<file path="src/pkdlp_pkg.sv">
`timescale 1ns / 1ps
// Package for the priority key debouncer with long-press detection.
// Holds the shared types and constants; no dependencies.
package pkdlp_pkg;

  localparam int unsigned NumKeys    = 6;
  localparam int unsigned KeyIdxW    = 3;
  localparam int unsigned EventW     = 3;
  localparam int unsigned DebounceW  = 8;
  localparam int unsigned ElapsedW   = 16;
  localparam int unsigned CfgDataW   = 16;

  localparam logic [KeyIdxW-1:0]  LastKey    = 3'd5;
  localparam logic [EventW-1:0]   LongCode   = 3'd6;
  localparam logic [ElapsedW-1:0] ElapsedMax = 16'hFFFF;

  // Configuration register indexes.
  localparam logic CfgDebounce  = 1'b0;
  localparam logic CfgLongPress = 1'b1;

  localparam logic [DebounceW-1:0] DebounceReset  = 8'd5;
  localparam logic [ElapsedW-1:0]  LongPressReset = 16'd1000;

  typedef enum logic [2:0] {
    PhaseIdle     = 3'b001,
    PhaseDebounce = 3'b010,
    PhaseWait     = 3'b100
  } phase_e;

  typedef struct packed {
    logic [DebounceW-1:0] debounce_ticks;
    logic [ElapsedW-1:0]  long_press_ticks;
  } cfg_t;

  typedef struct packed {
    logic              valid;
    logic [EventW-1:0] code;
  } event_t;

endpackage

</file>
<file path="src/pkdlp_fsm.sv">
`timescale 1ns / 1ps
// Key tracking state machine: priority select, elapsed counter, debounce
// check and release detection. Depends on pkdlp_pkg.
module pkdlp_fsm (
  input  logic                                clk_i,
  input  logic                                rst_ni,
  input  logic                                step_i,
  input  logic [pkdlp_pkg::NumKeys-1:0]       keys_i,
  input  pkdlp_pkg::cfg_t                     cfg_i,
  output pkdlp_pkg::event_t                   evt_o
);
  import pkdlp_pkg::*;

  phase_e              phase_q, phase_d;
  logic [KeyIdxW-1:0]  chosen_q, chosen_d;
  logic [ElapsedW-1:0] elapsed_q, elapsed_d;
  logic [ElapsedW-1:0] elapsed_inc;
  logic                chosen_down;
  logic                any_down;
  logic [KeyIdxW-1:0]  first_key;

  assign elapsed_inc = (elapsed_q == ElapsedMax) ? elapsed_q : elapsed_q + 1'b1;
  assign chosen_down = keys_i[chosen_q];
  assign any_down    = |keys_i;

  // Lowest-numbered pressed key wins.
  always_comb begin
    first_key = '0;
    for (int i = NumKeys - 1; i >= 0; i--) begin
      if (keys_i[i]) begin
        first_key = KeyIdxW'(i);
      end
    end
  end

  always_comb begin
    phase_d   = phase_q;
    chosen_d  = chosen_q;
    elapsed_d = elapsed_q;
    evt_o     = '0;
    if (step_i) begin
      unique case (phase_q)
        PhaseDebounce: begin
          elapsed_d = elapsed_inc;
          if (elapsed_inc >= {{(ElapsedW-DebounceW){1'b0}}, cfg_i.debounce_ticks}) begin
            phase_d = chosen_down ? PhaseWait : PhaseIdle;
          end
        end
        PhaseWait: begin
          elapsed_d = elapsed_inc;
          if (!chosen_down) begin
            phase_d    = PhaseIdle;
            evt_o.valid = 1'b1;
            if (chosen_q == LastKey && elapsed_inc > cfg_i.long_press_ticks) begin
              evt_o.code = LongCode;
            end else begin
              evt_o.code = chosen_q;
            end
          end
        end
        default: begin
          // Idle, and any stray encoding is treated as idle.
          phase_d = PhaseIdle;
          if (any_down) begin
            chosen_d  = first_key;
            elapsed_d = '0;
            phase_d   = PhaseDebounce;
          end
        end
      endcase
    end
  end

  always_ff @(posedge clk_i or negedge rst_ni) begin
    if (!rst_ni) begin
      phase_q   <= PhaseIdle;
      chosen_q  <= '0;
      elapsed_q <= '0;
    end else begin
      phase_q   <= phase_d;
      chosen_q  <= chosen_d;
      elapsed_q <= elapsed_d;
    end
  end

`ifndef SYNTHESIS
  a_event_only_from_wait: assert property (@(posedge clk_i) disable iff (!rst_ni)
    evt_o.valid |-> (phase_q == PhaseWait))
    else $error("key event raised outside the wait phase");

  a_press_starts_debounce: assert property (@(posedge clk_i) disable iff (!rst_ni)
    (step_i && phase_q == PhaseIdle && any_down)
      |=> (phase_q == PhaseDebounce && elapsed_q == '0))
    else $error("new press did not start debouncing with a cleared counter");

  a_long_only_last_key: assert property (@(posedge clk_i) disable iff (!rst_ni)
    (evt_o.valid && evt_o.code == LongCode) |-> (chosen_q == LastKey))
    else $error("long press reported for a key other than the last one");

  a_hold_without_step: assert property (@(posedge clk_i) disable iff (!rst_ni)
    !step_i |=> ($stable(elapsed_q) && $stable(chosen_q) && $stable(phase_q)))
    else $error("tracking state changed without a tick");
`endif

endmodule

</file>
<file path="src/priority_key_debounce_long_press.sv">
`timescale 1ns / 1ps
// Top level of the six-key priority debouncer with long-press detection.
// Holds the configuration, input and result registers; depends on
// pkdlp_pkg and pkdlp_fsm.
//
// Usage: one transaction on the input channel carries one tick's key flags
// (bit 0 highest priority). A result transaction carries a key event:
// 0 to 4 for keys 0 to 4, 5 for a short press of key 5, 6 for a long press
// of key 5. Most ticks produce no result.
// A tick accepted into the input register is evaluated when the tracker
// advances, and its event (if any) is registered in the result register
// and driven on key_event_o. Throughput: one tick per cycle, set by the
// single evaluation stage between the input and result registers, which
// advances whenever the result register is empty or being drained.
// Stall: while a result waits for out_ready_i, the input register still
// takes one more tick; further ticks are held off until the result leaves.
// Reset: debounce_ticks is 5, long_press_ticks is 1000, the tracker is idle
// and both registers are empty. Configuration is written through cfg_we_i,
// cfg_idx_i (0 debounce, 1 long press) and cfg_wdata_i; the user must do
// this only while idle, as the block itself does not enforce it.
module priority_key_debounce_long_press (
  input  logic                                 clk_i,
  input  logic                                 rst_ni,
  input  logic                                 in_valid_i,
  output logic                                 in_ready_o,
  input  logic [pkdlp_pkg::NumKeys-1:0]        keys_pressed_i,
  output logic                                 out_valid_o,
  input  logic                                 out_ready_i,
  output logic [pkdlp_pkg::EventW-1:0]         key_event_o,
  input  logic                                 cfg_we_i,
  input  logic                                 cfg_idx_i,
  input  logic [pkdlp_pkg::CfgDataW-1:0]       cfg_wdata_i
);
  import pkdlp_pkg::*;

  cfg_t               cfg_q;
  logic               in_valid_q;
  logic [NumKeys-1:0] keys_q;
  logic               out_valid_q;
  logic [EventW-1:0]  out_code_q;
  logic               advance;
  event_t             evt;

  assign advance     = in_valid_q && (!out_valid_q || out_ready_i);
  assign in_ready_o  = !in_valid_q || advance;
  assign out_valid_o = out_valid_q;
  assign key_event_o = out_code_q;

  always_ff @(posedge clk_i or negedge rst_ni) begin
    if (!rst_ni) begin
      cfg_q.debounce_ticks   <= DebounceReset;
      cfg_q.long_press_ticks <= LongPressReset;
    end else if (cfg_we_i) begin
      unique case (cfg_idx_i)
        CfgDebounce:  cfg_q.debounce_ticks   <= cfg_wdata_i[DebounceW-1:0];
        CfgLongPress: cfg_q.long_press_ticks <= cfg_wdata_i[ElapsedW-1:0];
        default:      cfg_q                  <= cfg_q;
      endcase
    end
  end

  always_ff @(posedge clk_i or negedge rst_ni) begin
    if (!rst_ni) begin
      in_valid_q <= 1'b0;
    end else if (in_ready_o) begin
      in_valid_q <= in_valid_i;
    end
  end

  always_ff @(posedge clk_i) begin
    if (in_valid_i && in_ready_o) begin
      keys_q <= keys_pressed_i;
    end
  end

  pkdlp_fsm u_fsm (
    .clk_i  (clk_i),
    .rst_ni (rst_ni),
    .step_i (advance),
    .keys_i (keys_q),
    .cfg_i  (cfg_q),
    .evt_o  (evt)
  );

  always_ff @(posedge clk_i or negedge rst_ni) begin
    if (!rst_ni) begin
      out_valid_q <= 1'b0;
    end else if (advance) begin
      out_valid_q <= evt.valid;
    end else if (out_ready_i) begin
      out_valid_q <= 1'b0;
    end
  end

  always_ff @(posedge clk_i) begin
    if (advance && evt.valid) begin
      out_code_q <= evt.code;
    end
  end

endmodule
</file>
<file path="config.mk">
export PLATFORM = sky130hd
export DESIGN_NAME = priority_key_debounce_long_press
export DESIGN_NICKNAME = d
export VERILOG_FILES = /design/src/pkdlp_pkg.sv /design/src/pkdlp_fsm.sv /design/src/priority_key_debounce_long_press.sv
export SDC_FILE = /design/constraint.sdc
export NUM_CORES = 1
export LEC_CHECK = 0
export BUFFER_PORTS_ARGS = -buffer_cell sky130_fd_sc_hd__buf_2
export CORE_AREA = 2 2 103 75
export DETAILED_ROUTE_END_ITERATION = 7
export DIE_AREA = 0 0 105 77
export PLACE_DENSITY = 0.67
export SYNTH_ARGS = -nofsm -noshare
export SYNTH_HDL_FRONTEND = slang
export SYNTH_SLANG_ARGS = --single-unit
</file>
<file path="constraint.sdc">
create_clock -name clk_i -period 4.4 [get_ports clk_i]
set_input_delay 0 -clock clk_i [delete_from_list [all_inputs] [get_ports clk_i]]
set_output_delay 0 -clock clk_i [all_outputs]
set_load 0.01 [all_outputs]
</file>
==> results.py <==
metrics = {
    "run_status": {
        "status": "complete, no violations",
    },
    "sta": {
        "finalHoldViolations": 0,
        "fin_tns_setup_ps": 0,
        "rsz0062_at_grt": "no",
        "slew-limit-headroom": 0.3200,
        "skew_ps": 10.79,
        "finalSetupViolCount": 0,
        "post-route-period-util": 0.8289,
        "slew_viol_final": 0,
        "period_minus_slack_ps": 3647,
        "max_freq_ghz": 0.2742,
        "tightest_slew_ps": 1016,
    },
    "synth": {
        "ys.warnings.count": 0,
        "synth_top_area_cell": "dfrtp_1",
        "synth.top_cell.area_share": 0.2891,
        "post_synth_inst_count": 336,
        "avgSynthCellArea_um2": 10.05,
        "synth_enable_flop_cells": 9,
        "yosysSeqAreaShare": 0.4392,
        "synthTopCellsByArea": "dfrtp_1 (29%), ha_1 (8.2%), edfxtp_1 (8.0%)",
        "ys_types": 54,
        "synth_fp_nets": 386,
        "async_flop_share": 0.8421,
        "yosysMostFrequentCell": "dfrtp_1",
        "syn-cell-area_um2": 3376,
        "ys_top_cells_by_count": "dfrtp_1 (39), nand2_1 (34), inv_1 (27)",
        "synthFlopType": "dfrtp_1",
        "ys_seq_elements": 57,
    },
    "floorplan": {
        "die_w_um": 105,
        "core_area_um2": 7092,
        "dieHeight_um": 77,
        "io_pins": 33,
        "initial_utilization": 0.4760,
        "rows": 26,
        "dieArea_um2": 8085,
    },
    "critical_path": {
        "reg2reg_setup_slack_ps": 750,
        "cp-start-kind": "register",
        "arrival_ps": 3870,
        "reg2reg_from": "u_fsm.elapsed_q[0]",
        "critPathKind": "reg -> reg",
        "path_cells": "ha_1 > nand3_2 > nor4_2 > nor2_1 > nand3_1 > xnor2_1 > ha_1 > a21oi_1 > nor2b_1 > o21ai_0 > o21ai_0 > a2111oi_0 > and4bb_1 > o31ai_1",
        "critPathMaxStageDelay_ps": 520,
        "reg2reg_depth": 14,
        "crit_start": "u_fsm.elapsed_q[0]",
        "crit_fanout": 10,
        "setup.worst_path.end_class": "register",
        "endpoint": "u_fsm.phase_q[2]",
        "worstReg2RegEnd": "u_fsm.phase_q[2]",
        "required_ps": 4620,
        "slowest_stage": "dfrtp_1",
    },
    "drt": {
        "wirelength_mm": 7.609,
        "viasPerCell": 5.398,
        "vias": 2688,
        "wl_per_cell_um": 15.28,
        "dr.pass1.iters": 5,
        "drt_iter0_drc": 185,
        "antenna_left": 0,
        "drc": 0,
    },
    "power": {
        "ir_worst_vdd_mv": 0.2881,
        "p_total_mw": 1.717,
        "p_leak_nw": 1.879,
        "power_density_nw_per_um2": 418.1,
    },
    "global_routing": {
        "antenna_found_initial": 0,
        "grt_pass1_wl_mm": 12.64,
        "grt.total_usage": 0.2014,
        "grt_pass1_vias": 2549,
        "overflow": 0,
        "grt_max_degree": 49,
    },
    "finish": {
        "design_area_um2": 4106,
        "final_nets": 445,
        "n_antenna_cell": 0,
        "syn2layout_area_growth_pct": 21.65,
        "final_cells": 498,
        "fillers": 635,
        "drive_above_1_share": 0.2175,
    },
    "hold_path": {
        "hold_path_class": "in -> reg",
    },
    "clock_tree": {
        "clock-root-buffer": "clkbuf_8",
        "cts_inserted_buffers": 9,
        "cts.sinks": 57,
        "cts_tree": "done",
        "clk_pin_slew_ps": 60,
        "cts_resized": 0,
        "clkLatencyLatePin_ps": 350,
        "htreeDepth": 3,
        "cts_buffer_depth": 2,
        "postCtsSetupRepairBufs": 0,
    },
    "placement": {
        "dpl.hpwl_mm": 5.255,
        "port-buffer-count": 32,
        "gp_congestion": 0.8472,
        "postPlaceCellArea_um2": 3611,
        "dp_cells": 457,
    },
    "flow_run": {
        "maxCapViolCount": 0,
    },
}
-- flip-flops by register name (all words and copies together), names as in the netlist --
signal	flops
cfg_q	24
u_fsm.elapsed_q	16
keys_q	6
key_event_o	3
u_fsm.chosen_q	3
u_fsm.phase_q	3
in_valid_q	1
out_valid_o	1
-- worst max-delay path, delay by kind of cell, from the launching register on --
family	cells	cell delay (ps)
and+or+nand+nor	6	1380
AOI/OAI and AO/OA	5	880
adders and majority gates	2	560
DFF	1	520
xor gates and xnor gates	1	180
-- cell type report --
cell class                      count  area [µm²]  share of cell area
Multi-Input combinational cell    241        1729              0.4211
Sequential cell                    57        1483              0.3611
Clock inverter                      5       103.9             0.02529
Inverter                           27       101.3             0.02468
Clock buffer                       11       141.4             0.03443
Tap cell                           98       122.6             0.02986
Timing Repair Buffer               59       425.4              0.1036
-- repair_timing --
action / CTS / global route
hold buffers: 25 / 0
setup endpoints to repair: 0 / 0
hold endpoints to repair: 70 / 0
-- per-stage QoR --
step | hold slack, ps | util | worst slack (ps)
final | 68.21 | 0.5790 | 753.0
after global routing | 86.85 | 0.5790 | 348.8
after CTS | 59.91 | 0.5790 | 764.4
after detailed placement | 147.2 | 0.5092 | 783.5
after global placement | 148.0 | 0.5092 | 896.2
after floorplan | -295.6 | - | 1216
-- cell usage in the layout (no fill, tap or decap), drive strengths merged, types with 5 or more instances in the layout --
cell type | netlist | layout
a21oi | 13 | 13
nand3 | 12 | 12
ha | 22 | 22
o31ai | 5 | 5
dlygate4sd3 | 0 | 25
nor2 | 25 | 25
xnor2 | 8 | 8
dfstp | 9 | 9
clkbuf | 6 | 11
edfxtp | 9 | 9
nand4 | 7 | 7
nand2 | 34 | 34
inv | 27 | 27
dfrtp | 39 | 39
nor3 | 8 | 8
buf | 5 | 34
o21ai | 19 | 19
mux2 | 20 | 20
a22o | 11 | 11
-- cells by family after synthesis --
group,Yosys count,share of synthesized area
simple gates,112,0.1720
compound gates,73,0.1457
flops,57,0.4392
buf+inv,38,0.04855
mux,22,0.07635
fa+ha+maj,22,0.08154
xor+xnor,12,0.03669
-- worst min-delay path by stage --
stage	cells past startpoint	to	startpoint	slack (ps)
6_report	3	out_valid_o	out_ready_i	70
5_1_grt	3	out_valid_o	out_ready_i	90
4_1_cts	3	out_valid_o	out_ready_i	60
3_5_place_dp	2	u_fsm.elapsed_q[1]	rst_ni	150
3_3_place_gp	2	u_fsm.elapsed_q[1]	rst_ni	150
2_1_floorplan	0	cfg_q[0]	rst_ni	-300
-- report_power, final --
group          internal, mW  total [mW]  switching [mW]
Clock                 0.392       0.609           0.218
Sequential            0.615       0.686          0.0708
Combinational         0.183       0.422           0.238
-- per-layer routing --
layer	wire length, µm	global-route usage	vias up
met5	0	0	-
met4	31	0.04667	0
met3	422	0.06207	2
met2	3295	0.2896	89
met1	3859	0.2964	1263
li1	-	-	1334
(Power assumes the default switching activity.)
